## config.mk

```make
export PLATFORM = sky130hd
export DESIGN_NAME = can_frame_crc_counter_stamp_flat
export DESIGN_NICKNAME = d
export VERILOG_FILES = /design/src/rtl/cancrc_pkg.sv /design/src/rtl/cancrc_in_if.sv /design/src/rtl/cancrc_out_if.sv /design/src/rtl/cancrc_ram.sv /design/src/rtl/cancrc_crc_unit.sv /design/src/rtl/can_frame_crc_counter_stamp.sv /design/src/flat_wrapper.sv
export SDC_FILE = /design/constraint.sdc
export NUM_CORES = 1
export LEC_CHECK = 0
export ABC_AREA = 1
export BUFFER_PORTS_ARGS = -buffer_cell sky130_fd_sc_hd__buf_2
export CORE_MARGIN = 2
export CORE_UTILIZATION = 35
export DETAILED_ROUTE_END_ITERATION = 8
export GPL_TIMING_DRIVEN = 1
export SYNTH_ARGS = -nofsm -noshare
export SYNTH_HDL_FRONTEND = slang
export SYNTH_SLANG_ARGS = --single-unit
```

## constraint.sdc

```tcl
create_clock -name clk -period 8.3 [get_ports clk]
set_input_delay 1.245 -clock clk [delete_from_list [all_inputs] [get_ports clk]]
set_output_delay 1.245 -clock clk [all_outputs]
set_load 0.01 [all_outputs]
```

## src/rtl/cancrc_pkg.sv

```systemverilog
package cancrc_pkg;

  // widths of the frame fields and of the counter store
  localparam int unsigned ID_W       = 11;
  localparam int unsigned LEN_W      = 4;
  localparam int unsigned BYTE_W     = 8;
  localparam int unsigned NUM_BYTES  = 8;
  localparam int unsigned BYTE_IDX_W = 3;
  localparam int unsigned CNT_W      = 4;
  localparam int unsigned TABLE_SIZE = 32;
  localparam int unsigned TSLOT_W    = 5;
  localparam int unsigned NUM_SLOTS  = TABLE_SIZE + 1;
  localparam int unsigned SLOT_W     = 6;

  localparam logic [CNT_W-1:0]  COUNTER_LAST = CNT_W'(15 - 1);
  localparam logic [BYTE_W-1:0] CRC_POLY     = 8'h1D;
  localparam logic [BYTE_W-1:0] NIBBLE_HI    = 8'hF0;
  localparam logic [ID_W-1:0]   NOCRC_ID     = 11'h202;
  localparam logic [SLOT_W-1:0] NOCRC_SLOT   = SLOT_W'(TABLE_SIZE);

  typedef enum logic [1:0] {
    ACT_PASS = 2'd0,
    ACT_CNT  = 2'd1,
    ACT_CRC  = 2'd2
  } action_t;

  typedef struct packed {
    logic               hit;
    logic [TSLOT_W-1:0] slot;
  } lookup_t;

  localparam logic [ID_W-1:0] ID_TABLE [TABLE_SIZE] = '{
    11'h08F, 11'h0A0, 11'h0A5, 11'h0A6, 11'h0A7, 11'h0B0, 11'h0C2, 11'h0D9,
    11'h0EF, 11'h12F, 11'h145, 11'h163, 11'h173, 11'h197, 11'h199, 11'h19A,
    11'h19F, 11'h1A1, 11'h1AF, 11'h1E1, 11'h1FC, 11'h207, 11'h254, 11'h297,
    11'h2C5, 11'h2E0, 11'h2ED, 11'h302, 11'h30B, 11'h3A7, 11'h3F9, 11'h3FD
  };

  localparam logic [BYTE_W-1:0] SEED_TABLE [TABLE_SIZE] = '{
    8'h75, 8'hBC, 8'h16, 8'hC2, 8'h8E, 8'h4C, 8'hD8, 8'h3E,
    8'h98, 8'h60, 8'h48, 8'hA0, 8'h13, 8'h62, 8'h8F, 8'h17,
    8'hEF, 8'h77, 8'hB5, 8'h78, 8'h66, 8'h51, 8'hB8, 8'hDF,
    8'hFC, 8'h5B, 8'h1D, 8'hC3, 8'hBE, 8'h05, 8'h38, 8'hD7
  };

  // parallel match of the identifier against the constant table
  function automatic lookup_t id_lookup(input logic [ID_W-1:0] id);
    lookup_t res;
    res = '0;
    for (int i = 0; i < TABLE_SIZE; i++) begin
      if (ID_TABLE[i] == id) begin
        res.hit  = 1'b1;
        res.slot = TSLOT_W'(i);
      end
    end
    return res;
  endfunction

endpackage

```

## src/rtl/cancrc_in_if.sv

```systemverilog
interface cancrc_in_if;
  logic                                  valid;
  logic                                  ready;
  logic [cancrc_pkg::ID_W-1:0]           frame_id;
  logic [cancrc_pkg::LEN_W-1:0]          frame_length;
  logic [cancrc_pkg::BYTE_W-1:0]         in_byte_0;
  logic [cancrc_pkg::BYTE_W-1:0]         in_byte_1;
  logic [cancrc_pkg::BYTE_W-1:0]         in_byte_2;
  logic [cancrc_pkg::BYTE_W-1:0]         in_byte_3;
  logic [cancrc_pkg::BYTE_W-1:0]         in_byte_4;
  logic [cancrc_pkg::BYTE_W-1:0]         in_byte_5;
  logic [cancrc_pkg::BYTE_W-1:0]         in_byte_6;
  logic [cancrc_pkg::BYTE_W-1:0]         in_byte_7;

  modport source (
    output valid, frame_id, frame_length, in_byte_0, in_byte_1, in_byte_2,
           in_byte_3, in_byte_4, in_byte_5, in_byte_6, in_byte_7,
    input  ready
  );

  modport sink (
    input  valid, frame_id, frame_length, in_byte_0, in_byte_1, in_byte_2,
           in_byte_3, in_byte_4, in_byte_5, in_byte_6, in_byte_7,
    output ready
  );
endinterface

```

## src/rtl/cancrc_out_if.sv

```systemverilog
interface cancrc_out_if;
  logic                          valid;
  logic                          ready;
  logic [cancrc_pkg::BYTE_W-1:0] out_byte_0;
  logic [cancrc_pkg::BYTE_W-1:0] out_byte_1;
  logic [cancrc_pkg::BYTE_W-1:0] out_byte_2;
  logic [cancrc_pkg::BYTE_W-1:0] out_byte_3;
  logic [cancrc_pkg::BYTE_W-1:0] out_byte_4;
  logic [cancrc_pkg::BYTE_W-1:0] out_byte_5;
  logic [cancrc_pkg::BYTE_W-1:0] out_byte_6;
  logic [cancrc_pkg::BYTE_W-1:0] out_byte_7;
  logic [1:0]                    stamp_action;

  modport source (
    output valid, out_byte_0, out_byte_1, out_byte_2, out_byte_3, out_byte_4,
           out_byte_5, out_byte_6, out_byte_7, stamp_action,
    input  ready
  );

  modport sink (
    input  valid, out_byte_0, out_byte_1, out_byte_2, out_byte_3, out_byte_4,
           out_byte_5, out_byte_6, out_byte_7, stamp_action,
    output ready
  );
endinterface

```

## src/rtl/cancrc_ram.sv

```systemverilog
module cancrc_ram #(
  parameter int unsigned WIDTH = 4,
  parameter int unsigned DEPTH = 33
) (
  input  logic                     clk,
  input  logic                     we,
  input  logic [$clog2(DEPTH)-1:0] waddr,
  input  logic [WIDTH-1:0]         wdata,
  input  logic                     re,
  input  logic [$clog2(DEPTH)-1:0] raddr,
  output logic [WIDTH-1:0]         rdata
);

  logic [WIDTH-1:0] mem_r [DEPTH];
  logic [WIDTH-1:0] rdata_r;

  // one write port, one registered read port
  always_ff @(posedge clk) begin
    if (we) begin
      mem_r[waddr] <= wdata;
    end
    if (re) begin
      rdata_r <= mem_r[raddr];
    end
  end

  assign rdata = rdata_r;

endmodule

```

## src/rtl/cancrc_crc_unit.sv

```systemverilog
module cancrc_crc_unit (
  input  logic [cancrc_pkg::BYTE_W-1:0] crc_in,
  input  logic [cancrc_pkg::BYTE_W-1:0] data_in,
  output logic [cancrc_pkg::BYTE_W-1:0] crc_out
);

  // one byte of crc-8, msb first, eight bit steps
  always_comb begin
    logic [cancrc_pkg::BYTE_W-1:0] c;
    c = crc_in ^ data_in;
    for (int k = 0; k < cancrc_pkg::BYTE_W; k++) begin
      if (c[cancrc_pkg::BYTE_W-1]) begin
        c = {c[cancrc_pkg::BYTE_W-2:0], 1'b0} ^ cancrc_pkg::CRC_POLY;
      end else begin
        c = {c[cancrc_pkg::BYTE_W-2:0], 1'b0};
      end
    end
    crc_out = c;
  end

endmodule

```

## src/rtl/can_frame_crc_counter_stamp.sv

```systemverilog
// Alive-counter and CRC-8 stamper for outgoing CAN frames.
// in_ch (valid/ready) takes one frame: identifier, length and eight data bytes.
// out_ch (valid/ready) gives one result per frame: the eight bytes and
// stamp_action (0 passed unchanged, 1 counter only, 2 counter and CRC).
// Known identifiers and 0x202 get their 4-bit alive counter (0..14) in the
// low nibble of byte 1; known identifiers also get a CRC-8 (poly 0x1D) over
// bytes 1..length-1 in byte 0, started from the identifier's table value.
// Steps: the frame is taken in S_IDLE, the counter store is read at the
// transfer and written back in the next cycle (S_STAMP), then the shared CRC
// byte unit runs one byte per cycle for length-1 bytes in S_CRC, a last S_CRC
// step stores the CRC in byte 0 and S_DONE loads the output register.
// A new frame is taken at the earliest in the cycle after the result is
// loaded, so the block takes no new frame while one is still in work.
// in_ch.ready is high only while the sequencer is idle; a result waiting in
// the output register does not block the next frame, but a finished frame
// waits in the sequencer while the receiver stalls with a result pending.
// Reset (rst_n low, synchronous) clears all alive counters to zero through
// per-entry valid bits, empties the output register and idles the sequencer.
module can_frame_crc_counter_stamp #(
  parameter int unsigned MAX_FRAME_BYTES = 8
) (
  input  logic         clk,
  input  logic         rst_n,
  cancrc_in_if.sink    in_ch,
  cancrc_out_if.source out_ch
);

  localparam logic [cancrc_pkg::LEN_W-1:0] LEN_LIMIT = cancrc_pkg::LEN_W'(MAX_FRAME_BYTES);

  typedef enum logic [1:0] {
    S_IDLE,
    S_STAMP,
    S_CRC,
    S_DONE
  } state_t;

  state_t                                state_r;
  logic [cancrc_pkg::BYTE_W-1:0]         bytes_r [cancrc_pkg::NUM_BYTES];
  logic [cancrc_pkg::LEN_W-1:0]          len_r;
  logic [cancrc_pkg::SLOT_W-1:0]         slot_r;
  logic [cancrc_pkg::BYTE_W-1:0]         seed_r;
  cancrc_pkg::action_t                   action_r;
  logic [cancrc_pkg::BYTE_W-1:0]         crc_r;
  logic [cancrc_pkg::LEN_W-1:0]          idx_r;
  logic [cancrc_pkg::NUM_SLOTS-1:0]      cnt_valid_r;
  logic                                  out_valid_r;
  logic [cancrc_pkg::BYTE_W-1:0]         out_bytes_r [cancrc_pkg::NUM_BYTES];
  cancrc_pkg::action_t                   out_action_r;

  logic [cancrc_pkg::BYTE_W-1:0]         in_bytes [cancrc_pkg::NUM_BYTES];
  logic                                  in_xfer;
  cancrc_pkg::lookup_t                   lookup;
  logic [cancrc_pkg::SLOT_W-1:0]         acc_slot;
  logic [cancrc_pkg::BYTE_W-1:0]         acc_seed;
  cancrc_pkg::action_t                   acc_action;
  logic [cancrc_pkg::LEN_W-1:0]          acc_len;
  logic [cancrc_pkg::CNT_W-1:0]          ram_rdata;
  logic [cancrc_pkg::CNT_W-1:0]          cnt_cur;
  logic [cancrc_pkg::CNT_W-1:0]          cnt_nxt;
  logic                                  ram_we;
  logic [cancrc_pkg::BYTE_W-1:0]         crc_nxt;
  logic                                  out_load;

  // input payload gathered into an array
  assign in_bytes[0] = in_ch.in_byte_0;
  assign in_bytes[1] = in_ch.in_byte_1;
  assign in_bytes[2] = in_ch.in_byte_2;
  assign in_bytes[3] = in_ch.in_byte_3;
  assign in_bytes[4] = in_ch.in_byte_4;
  assign in_bytes[5] = in_ch.in_byte_5;
  assign in_bytes[6] = in_ch.in_byte_6;
  assign in_bytes[7] = in_ch.in_byte_7;

  assign in_ch.ready = (state_r == S_IDLE);
  assign in_xfer     = in_ch.valid && in_ch.ready;

  // identifier classification at transfer time
  always_comb begin
    lookup   = cancrc_pkg::id_lookup(in_ch.frame_id);
    acc_seed = lookup.hit ? cancrc_pkg::SEED_TABLE[lookup.slot] : '0;
    if (in_ch.frame_id == cancrc_pkg::NOCRC_ID) begin
      acc_slot   = cancrc_pkg::NOCRC_SLOT;
      acc_action = cancrc_pkg::ACT_CNT;
    end else if (acc_seed != '0) begin
      acc_slot   = {1'b0, lookup.slot};
      acc_action = cancrc_pkg::ACT_CRC;
    end else begin
      acc_slot   = {1'b0, lookup.slot};
      acc_action = cancrc_pkg::ACT_PASS;
    end
    acc_len = (in_ch.frame_length > LEN_LIMIT) ? LEN_LIMIT : in_ch.frame_length;
  end

  // alive counter store
  assign cnt_cur = cnt_valid_r[slot_r] ? ram_rdata : '0;
  assign cnt_nxt = (cnt_cur == cancrc_pkg::COUNTER_LAST) ? '0
                                                         : cnt_cur + cancrc_pkg::CNT_W'(1);
  assign ram_we  = (state_r == S_STAMP) && (action_r != cancrc_pkg::ACT_PASS);

  cancrc_ram #(
    .WIDTH (cancrc_pkg::CNT_W),
    .DEPTH (cancrc_pkg::NUM_SLOTS)
  ) u_cnt_ram (
    .clk   (clk),
    .we    (ram_we),
    .waddr (slot_r),
    .wdata (cnt_nxt),
    .re    (in_xfer),
    .raddr (acc_slot),
    .rdata (ram_rdata)
  );

  // shared crc byte unit
  cancrc_crc_unit u_crc (
    .crc_in  (crc_r),
    .data_in (bytes_r[idx_r[cancrc_pkg::BYTE_IDX_W-1:0]]),
    .crc_out (crc_nxt)
  );

  // finished frame moves into a free or draining output register
  assign out_load = (state_r == S_DONE) && (!out_valid_r || out_ch.ready);

  // sequencer, working registers and output register
  always_ff @(posedge clk) begin
    if (!rst_n) begin
      state_r     <= S_IDLE;
      cnt_valid_r <= '0;
      out_valid_r <= 1'b0;
    end else begin
      if (out_load) begin
        out_valid_r <= 1'b1;
      end else if (out_ch.ready) begin
        out_valid_r <= 1'b0;
      end
      unique case (state_r)
        S_IDLE: begin
          if (in_xfer) begin
            bytes_r  <= in_bytes;
            len_r    <= acc_len;
            slot_r   <= acc_slot;
            seed_r   <= acc_seed;
            action_r <= acc_action;
            state_r  <= S_STAMP;
          end
        end
        S_STAMP: begin
          crc_r <= seed_r;
          idx_r <= cancrc_pkg::LEN_W'(1);
          if (action_r == cancrc_pkg::ACT_PASS) begin
            state_r <= S_DONE;
          end else begin
            bytes_r[1]          <= (bytes_r[1] & cancrc_pkg::NIBBLE_HI)
                                   | cancrc_pkg::BYTE_W'(cnt_cur);
            cnt_valid_r[slot_r] <= 1'b1;
            state_r <= (action_r == cancrc_pkg::ACT_CRC) ? S_CRC : S_DONE;
          end
        end
        S_CRC: begin
          if (idx_r < len_r) begin
            crc_r <= crc_nxt;
            idx_r <= idx_r + cancrc_pkg::LEN_W'(1);
          end else begin
            bytes_r[0] <= crc_r;
            state_r    <= S_DONE;
          end
        end
        S_DONE: begin
          if (out_load) begin
            out_bytes_r  <= bytes_r;
            out_action_r <= action_r;
            state_r      <= S_IDLE;
          end
        end
        default: begin
          state_r <= S_IDLE;
        end
      endcase
    end
  end

  // result channel
  assign out_ch.valid        = out_valid_r;
  assign out_ch.out_byte_0   = out_bytes_r[0];
  assign out_ch.out_byte_1   = out_bytes_r[1];
  assign out_ch.out_byte_2   = out_bytes_r[2];
  assign out_ch.out_byte_3   = out_bytes_r[3];
  assign out_ch.out_byte_4   = out_bytes_r[4];
  assign out_ch.out_byte_5   = out_bytes_r[5];
  assign out_ch.out_byte_6   = out_bytes_r[6];
  assign out_ch.out_byte_7   = out_bytes_r[7];
  assign out_ch.stamp_action = out_action_r;

`ifndef SYNTHESIS
  a_accept_to_stamp: assert property (@(posedge clk) disable iff (!rst_n)
    in_xfer |=> state_r == S_STAMP)
    else $error("frame transfer not followed by stamp step");

  a_counter_range: assert property (@(posedge clk) disable iff (!rst_n)
    ram_we |-> cnt_nxt <= cancrc_pkg::COUNTER_LAST)
    else $error("alive counter written out of range");

  a_nocrc_slot: assert property (@(posedge clk) disable iff (!rst_n)
    (state_r == S_STAMP && action_r == cancrc_pkg::ACT_CNT) |->
      slot_r == cancrc_pkg::NOCRC_SLOT)
    else $error("counter-only frame not on its own slot");

  a_crc_index: assert property (@(posedge clk) disable iff (!rst_n)
    state_r == S_CRC |-> (idx_r <= len_r || idx_r == cancrc_pkg::LEN_W'(1)))
    else $error("crc byte index past frame length");

  a_done_holds: assert property (@(posedge clk) disable iff (!rst_n)
    (state_r == S_DONE && out_valid_r && !out_ch.ready) |=> state_r == S_DONE)
    else $error("finished frame dropped while output stalled");
`endif

endmodule

```

## src/flat_wrapper.sv

```systemverilog
// flat-port wrapper written by rule: the top's interface ports become plain ports
module can_frame_crc_counter_stamp_flat 
#(
  parameter int unsigned MAX_FRAME_BYTES = 8
)
  (clk, rst_n, in_ch_valid, in_ch_frame_id, in_ch_frame_length, in_ch_in_byte_0, in_ch_in_byte_1, in_ch_in_byte_2, in_ch_in_byte_3, in_ch_in_byte_4, in_ch_in_byte_5, in_ch_in_byte_6, in_ch_in_byte_7, in_ch_ready, out_ch_valid, out_ch_out_byte_0, out_ch_out_byte_1, out_ch_out_byte_2, out_ch_out_byte_3, out_ch_out_byte_4, out_ch_out_byte_5, out_ch_out_byte_6, out_ch_out_byte_7, out_ch_stamp_action, out_ch_ready);
  cancrc_in_if in_ch_i ();
  cancrc_out_if out_ch_i ();
  input  logic clk;
  input  logic rst_n;
  input wire logic [$bits(in_ch_i.valid)-1:0] in_ch_valid;
  input wire logic [$bits(in_ch_i.frame_id)-1:0] in_ch_frame_id;
  input wire logic [$bits(in_ch_i.frame_length)-1:0] in_ch_frame_length;
  input wire logic [$bits(in_ch_i.in_byte_0)-1:0] in_ch_in_byte_0;
  input wire logic [$bits(in_ch_i.in_byte_1)-1:0] in_ch_in_byte_1;
  input wire logic [$bits(in_ch_i.in_byte_2)-1:0] in_ch_in_byte_2;
  input wire logic [$bits(in_ch_i.in_byte_3)-1:0] in_ch_in_byte_3;
  input wire logic [$bits(in_ch_i.in_byte_4)-1:0] in_ch_in_byte_4;
  input wire logic [$bits(in_ch_i.in_byte_5)-1:0] in_ch_in_byte_5;
  input wire logic [$bits(in_ch_i.in_byte_6)-1:0] in_ch_in_byte_6;
  input wire logic [$bits(in_ch_i.in_byte_7)-1:0] in_ch_in_byte_7;
  output wire logic [$bits(in_ch_i.ready)-1:0] in_ch_ready;
  output wire logic [$bits(out_ch_i.valid)-1:0] out_ch_valid;
  output wire logic [$bits(out_ch_i.out_byte_0)-1:0] out_ch_out_byte_0;
  output wire logic [$bits(out_ch_i.out_byte_1)-1:0] out_ch_out_byte_1;
  output wire logic [$bits(out_ch_i.out_byte_2)-1:0] out_ch_out_byte_2;
  output wire logic [$bits(out_ch_i.out_byte_3)-1:0] out_ch_out_byte_3;
  output wire logic [$bits(out_ch_i.out_byte_4)-1:0] out_ch_out_byte_4;
  output wire logic [$bits(out_ch_i.out_byte_5)-1:0] out_ch_out_byte_5;
  output wire logic [$bits(out_ch_i.out_byte_6)-1:0] out_ch_out_byte_6;
  output wire logic [$bits(out_ch_i.out_byte_7)-1:0] out_ch_out_byte_7;
  output wire logic [$bits(out_ch_i.stamp_action)-1:0] out_ch_stamp_action;
  input wire logic [$bits(out_ch_i.ready)-1:0] out_ch_ready;
  assign in_ch_i.valid = in_ch_valid;
  assign in_ch_i.frame_id = in_ch_frame_id;
  assign in_ch_i.frame_length = in_ch_frame_length;
  assign in_ch_i.in_byte_0 = in_ch_in_byte_0;
  assign in_ch_i.in_byte_1 = in_ch_in_byte_1;
  assign in_ch_i.in_byte_2 = in_ch_in_byte_2;
  assign in_ch_i.in_byte_3 = in_ch_in_byte_3;
  assign in_ch_i.in_byte_4 = in_ch_in_byte_4;
  assign in_ch_i.in_byte_5 = in_ch_in_byte_5;
  assign in_ch_i.in_byte_6 = in_ch_in_byte_6;
  assign in_ch_i.in_byte_7 = in_ch_in_byte_7;
  assign in_ch_ready = in_ch_i.ready;
  assign out_ch_valid = out_ch_i.valid;
  assign out_ch_out_byte_0 = out_ch_i.out_byte_0;
  assign out_ch_out_byte_1 = out_ch_i.out_byte_1;
  assign out_ch_out_byte_2 = out_ch_i.out_byte_2;
  assign out_ch_out_byte_3 = out_ch_i.out_byte_3;
  assign out_ch_out_byte_4 = out_ch_i.out_byte_4;
  assign out_ch_out_byte_5 = out_ch_i.out_byte_5;
  assign out_ch_out_byte_6 = out_ch_i.out_byte_6;
  assign out_ch_out_byte_7 = out_ch_i.out_byte_7;
  assign out_ch_stamp_action = out_ch_i.stamp_action;
  assign out_ch_i.ready = out_ch_ready;
  can_frame_crc_counter_stamp #(.MAX_FRAME_BYTES(MAX_FRAME_BYTES)) u_core (.clk(clk), .rst_n(rst_n), .in_ch(in_ch_i), .out_ch(out_ch_i));
endmodule
```

==> run summary, run 1 <==
The area of the die is 44800 um^2. The analysis attributes to cell leakage a power of 7.21 nW. The worst setup path is launched from an input port. The tightest min-delay check is of the reg2reg type. The floorplan has 76 rows. The CTS tree is yes. After Yosys synthesis, full adders, half adders and majority gates account for 1.41% of the synthesized area. The multiplexer fraction of the synthesized cell area came out at 0%. The required arrival time at the worst endpoint came out at 8580 ps.

The most used flip-flop cell after synthesis is edfxtp_1. The hold buffer count at CTS is 0. The initial antenna violation count was 1.

Adding up every negative setup slack in the final design gives 0 ps. The number of violations of the max-capacitance limit is 0. In this run the tightest slew margin relative to its limit is 19.7%. The top cell types in the final layout, fill and taps aside, are edfxtp_1, nand2_1, inv_1. The tree built by TritonCTS fans out to 334 sinks.

At the end of routability-driven placement, the weighted congestion stood at 0.862. The register with the most flip-flops in the layout has 132 of them. The per-cell routed wire length is 17.6 um.

The share of post-route cells with drive strength above 1 is 14.7%. The critical path start-end classification is in2reg. The worst setup path is captured at a register.

The repair_antennas step left the layout with diodes totalling 0. The share of the synthesized netlist area taken by xor and xnor gates is 1.95%. Counting flops with a built-in enable in the synthesized netlist gives 298.

The worst endpoint data arrival time came out at 4890 ps. The all-layer global routing usage came out at 17.2%. The worst-case IR drop observed on VDD is 0.000172 V. The residual DRC count is 0. In the final layout, the multi-input gates occupy 4330 um^2. For this block, the routed nets add up to 38.9 mm of wire. The post-synthesis cell type count is 48. The number of hold violations in the final report is 0. The via count of the first global-routing pass is 10800. Dividing the detail-routed via count by the number of cells gives 5.01. The number of failing setup endpoints in the final timing report is 0.

At the placement stage, the worst setup path has a slack of 3160 ps. The clock period could shrink to 4610 ps. The tree is rooted in a clkbuf_16. The I/O pin count came out at 151. The maximum buffer depth of the clock tree is 3. The number of cells upsized or downsized after cts is 0.

Of all cell types, the one taking the most synthesized area is edfxtp_1. The compound-gate portion of the synthesized area is 5.55%. The vias after detailed routing came out at 11000. Compared with the post-synthesis result, the final layout area differs by 16.4%.

Summed over its instances, the top area cell type makes up 59.3% of the synthesized netlist area. The remaining global-route overflow came out at 0. After clock tree synthesis, the clock-pin slew on the worst setup and hold paths is 60 ps.

At the pin with the least slew margin, the transition time is 1200 ps. The synthesized area came out at 15100 um^2. The placeable core region came out at 42800 um^2.

By area, the combinational part of the netlist is dominated by simple AND/OR/NAND/NOR gates. The run finished with clean final reports. The final net count is 1731. The clock latency reported for the late side of the worst-skew pair is 530 ps. The setup slack after layout is 3690 ps. The maximum fanout count along the critical path is 33.

The share of the clock period used by the worst path came out at 55.5%. The area of all sequential standard cells is 9670 um^2. The initial core utilization came out at 35.3%.

The number of flip-flops and latches in the synthesized netlist came out at 334. The post-detailed-route count of antenna-violating nets came out at 0. The placed wire-length estimate is 26.5 mm. The simple-gate share of the synthesized area is 19.5%. After the first detailed-routing iteration, the DRC count stood at 823.

The fraction of registers with async set/reset is 0%. The largest registers in the layout are u_core.u_cnt_ram.mem_r x132, u_core.bytes_r x64, u_core.cnt_valid_r x33. Setup repair after global routing left no endpoint under its margin. The count of filler cells inserted in the layout came out at 4113. The count of buffers from port buffering is 150.

The floorplan step set the die height to 212 um. The cell count after synthesis came out at 1486. The highest clock frequency the design can meet came out at 217 MHz.

The total nets after synthesis came out at 1586. The max-slew violation count came to 0. The clock tree synthesis step divided the H-tree into 2 levels. The synthesized area divided by synthesized cell count came out at 10.2 um^2. The first global-routing pass estimated 59.6 mm of wire.

In this run the power density over the cells is 256 nW/um^2. In the post-synthesis netlist, the biggest area contributors are edfxtp_1, nand2_1, inv_1. The number of buffers created by CTS came out at 37.

The total number of yosys warnings came out at 0. The horizontal die dimension is 212 um. The final clock skew is 19.8 ps.

The buffers inserted during post-CTS setup optimization came out at 0. The largest net degree at the start of global routing is 76. The library cell used most frequently in the layout, excluding fill and tap cells, is edfxtp_1. More flip-flops sit in one register than any other, and that register is u_core.u_cnt_ram.mem_r. The number of detailed-routing iterations run before antenna repair came out at 6. The fraction of the yosys area taken by sequential cells came out at 64.1%.
-- logic make-up (layout without fill, tap and decap cells) --
kind of cell               Yosys count  in the layout
DFF                                334            334
and+or+nand+nor                    682            682
AOI/OAI and AO/OA                  138            138
adders and majority gates           17             17
xor gates and xnor gates            28             28
buffers and inverters              287            458
-- synth_stat cells, types with 6 or more instances --
cell        n
edfxtp_1  298
nor4_1      7
o221ai_1    8
nand2_1   260
ha_1       17
nand4_1    33
xnor2_1    10
buf_2      26
o211ai_1    8
inv_2       6
nor2_1    187
o21ai_1     8
o21ai_0    60
clkbuf_1   22
nor3_1     17
nand3_1   167
inv_1     223
dfxtp_1    36
xor2_1     13
a21oi_1    22
-- power breakdown --
| part | leakage, nW | switching, mW | total (mW) | internal, mW |
|---|---|---|---|---|
| sequential | 2.94 | 0.0732 | 2.08 | 2.00 |
| clock | 0.588 | 0.649 | 1.60 | 0.952 |
| combinational | 3.69 | 0.528 | 0.817 | 0.289 |
| total | 7.21 | 1.25 | 4.50 | 3.25 |
-- per-layer routing --
layer	GRT usage [%]	vias up	part of all wire [%]
met4	5.12	2	2.1
met1	22.7	5310	44
li1	-	5302	-
met3	2.79	66	5.9
met5	0	-	0.033
met2	29.2	358	48
-- worst max-delay path, stage by stage --
cell and delay, ps:
buf_2 90, inv_1 60, nor3_1 520, nand3_2 560
nand3_1 330, inv_1 100, nand3_2 480, inv_1 580
o21ai_1 350, o21ai_1 80, o21ai_0 150, a21o_1 120
nand2_1 50, nor2_1 100, nand2_1 50
-- through the flow --
stage | hold WS, ps | total power, mW | utilization [%] | instance area (um^2) | std cells
4_1_cts | 435 | 4.53 | 41.1 | 17600 | 2203
2_1_floorplan | 421 | 2.71 | - | 15100 | 1486
3_5_place_dp | 428 | 2.93 | 38.3 | 16400 | 2138
5_1_grt | 448 | 4.70 | 41.1 | 17600 | 2203
6_report | 436 | 4.50 | 41.1 | 17600 | 2203
3_3_place_gp | 426 | 2.92 | 38.3 | 16400 | 2138
-- final timing paths --
check                          start                            to  slack [ps]  cells past startpoint
setup / recovery   in_ch_frame_id[8]            u_core.action_r[1]        3690                     15
hold / removal    u_core.bytes_r[44]   u_core.out_ch.out_byte_2[4]         440                      0
setup reg to reg    u_core.slot_r[1]  u_core.u_cnt_ram.mem_r[9][2]        4640                     13
hold reg to reg   u_core.bytes_r[44]   u_core.out_ch.out_byte_2[4]         440                      0
-- final cells by class --
cell class              instances  share of cell area [%]
clock buffers                  51                    5.98
clock inverters                14                   0.783
inverters                     233                    4.99
multi-input cells             865                    24.6
flip-flops and latches        334                    55.0
well taps                     546                    3.89
repair buffers                160                    4.70
Note: power is estimated with default switching activity, not from simulation.
==> inputs of run 2 (changes only) <==
clock period = 4.67 ns   (was 8.3 ns; I/O delays follow)
==> run summary, run 2 (synthesis results as in run 1) <==
VDD sags by at most 0.000273 V. The worst register-to-register path begins at u_core.slot_r[1]. The number of cells upsized or downsized after cts is 0. The required arrival time at the worst endpoint came out at 4910 ps.

The class of the tightest hold or removal check is in2reg. The share of the clock period used by the worst path is 78.2%. The highest clock frequency the design can meet came out at 274 MHz. The standby leakage power came out at 7.28 nW. Entering global routing, the biggest net connects 76 pins.

The H-tree depth reported by CTS is 2. In this run the critical register-to-register path is captured at u_core.u_cnt_ram.mem_r[14][2]. The initial core utilization is 35.3%. The setup slack after layout came out at 1020 ps. The total number of placement rows came out at 76. The actual transition at the worst max-transition pin is 1060 ps. The area of the die is 44800 um^2.

The max-slew violation count came out at 0. The clock edge transition at the registers on the reported setup and hold paths is 60 ps. The post-place setup slack came out at 705 ps. The worst setup path is captured at a register. The count of cells in the finished layout, fillers not included, comes to 2220.

The per-cell routed wire length came out at 17.9 um. The number of detailed-routing iterations run before antenna repair is 5. TritonCTS built the clock tree. The routed via count divided by cell count is 5.00. The vertical die dimension came out at 212 um.

The final net count is 1743. The top cell types in the final layout, fill and taps aside, are edfxtp_1, nand2_1, inv_1. The TritonCTS sink count is 334. The count of buffers from port buffering is 150. The total negative slack came out at 0 ps.

The flip-flop count of the largest register after layout came out at 132. The relative max-transition margin came out at 28.9%. The critical path endpoint is u_core.u_cnt_ram.mem_r[14][2]. The placeable core region came out at 42800 um^2. The flow ran to the end, and the final reports show no timing, DRC or antenna violations. The post-detailed-route count of antenna-violating nets came out at 0.

The maximum buffer depth of the clock tree is 3. The end-of-flow core utilization came out at 41.4%. In this run the worst path has a maximum fanout of 33.

The vias after detailed routing came out at 11100. The first global-routing pass estimated 60.8 mm of wire. The residual DRC count came out at 0. The worst endpoint data arrival time is 3890 ps. Ranked by flip-flop count, first place goes to u_core.u_cnt_ram.mem_r. The final estimated routing congestion in global placement is 0.933. The initial antenna violation count is 1. Leaving out fill and tap cells, the most frequent cell in the layout is edfxtp_1. The number of buffers created by CTS came out at 38.

The via count of the first global-routing pass came to 10800. The area of all sequential standard cells came out at 9670 um^2. The remaining global-route overflow came out at 0. The number of failing setup endpoints in the final timing report came out at 0.

The count of filler cells inserted in the layout is 4088. The clock latency reported for the late side of the worst-skew pair is 550 ps. In this run the post-CTS setup repair buffer count came out at 0. The critical path start-end classification is reg2reg. The horizontal die dimension came out at 212 um. After legalization and detailed placement, the total HPWL measured 26.7 mm.

The final clock skew came out at 14.1 ps. The tool flagged a number of max-cap violations equal to 0. The largest registers in the layout are u_core.u_cnt_ram.mem_r x132, u_core.bytes_r x64, u_core.cnt_valid_r x33. For this design the ratio of total power to cell area is 457 nW/um^2. The number of placed instances with taps included is 2149.

Setup repair after global routing left no endpoint under its margin. The number of hold violations in the final report came out at 0. The clock period could shrink to 3650 ps. 151 I/O pins were placed.

The worst reg-to-reg setup slack is 1020 ps. The area growth from synthesis to layout is 17.4%. STA classifies the critical path startpoint as a register. The number of cells on the worst reg-to-reg path is 12.

CTS placed an instance of clkbuf_16 at the clock tree root. The detailed router's first-iteration violation count came out at 976. The share of post-route cells with drive strength above 1 came out at 15.2%. The critical path starts at u_core.slot_r[1]. The total wirelength of the detailed-routed design is 39.6 mm. For this design, the CTS-stage hold fixing added 0 buffers. The multi-input combinational cells in the finished layout cover a total of 4340 um^2. In the global route stage, overall resource usage came out at 17.7%. In this run the most critical hold path is launched from in_ch_in_byte_5[3].
## run 2: changes by cell type in the layout (fill, tap and decap cells not counted), moves of 2 or more
cell	before	now
buf_12	0	2
buf_4	10	19
clkbuf_1	9	13
clkbuf_16	39	41
clkbuf_8	3	1
clkinv_2	6	8
## run 2: critical path, stage by stage (launching register included)
cell      delay, ps
edfxtp_1        570
inv_1           160
nor3_1          550
a22o_1          240
a221oi_1         80
a31o_2          250
nand4_1         250
nand2_1         240
nor3_1          440
nand2_1         120
nand3_1         100
inv_1            50
buf_4           250
## run 2: final cells by class
cell class | count | share of cell area [%]
antenna | 1 | 0.0141
clock buffer | 55 | 6.14
clock inverter | 15 | 0.720
inverter | 233 | 4.95
multi-input combinational | 865 | 24.5
sequential | 334 | 54.6
tap | 546 | 3.86
timing repair buffer | 171 | 5.27
## run 2: per-layer routing
layer / part of all wire, % / track usage, % / up-vias
met5: 0.033 / 0 / -
met4: 2.4 / 6.14 / 2
met3: 5.9 / 3.12 / 65
met2: 49 / 30.0 / 365
met1: 43 / 22.8 / 5339
li1: - / - / 5324
## run 2: stage by stage
step                hold slack, ps  instance area [um^2]  power (mW)
floorplan                      421                 15100        4.81
global placement               425                 16500        5.20
detailed placement             428                 16500        5.22
CTS                            301                 17700        8.16
global route                   304                 17700        8.47
finish                         328                 17700        8.10
## run 2: power breakdown
part / internal, mW / total (mW) / leakage (nW) / switching, mW
Clock: 1.74 / 2.94 / 0.597 / 1.21
Sequential: 3.56 / 3.68 / 2.94 / 0.123
Combinational: 0.530 / 1.48 / 3.75 / 0.945
Total: 5.82 / 8.10 / 7.28 / 2.27
## run 2: how the worst min path moves through the flow
| stage | end | slack [ps] | cells after the start |
|---|---|---|---|
| 6_report | u_core.bytes_r[19] | 330 | 1 |
| 5_1_grt | u_core.bytes_r[5] | 300 | 1 |
| 3_3_place_gp | u_core.out_ch.out_byte_1[4] | 420 | 0 |
| 2_1_floorplan | u_core.out_ch.out_byte_2[1] | 420 | 0 |
| 4_1_cts | u_core.bytes_r[19] | 300 | 1 |
| 3_5_place_dp | u_core.out_ch.out_byte_6[4] | 430 | 0 |
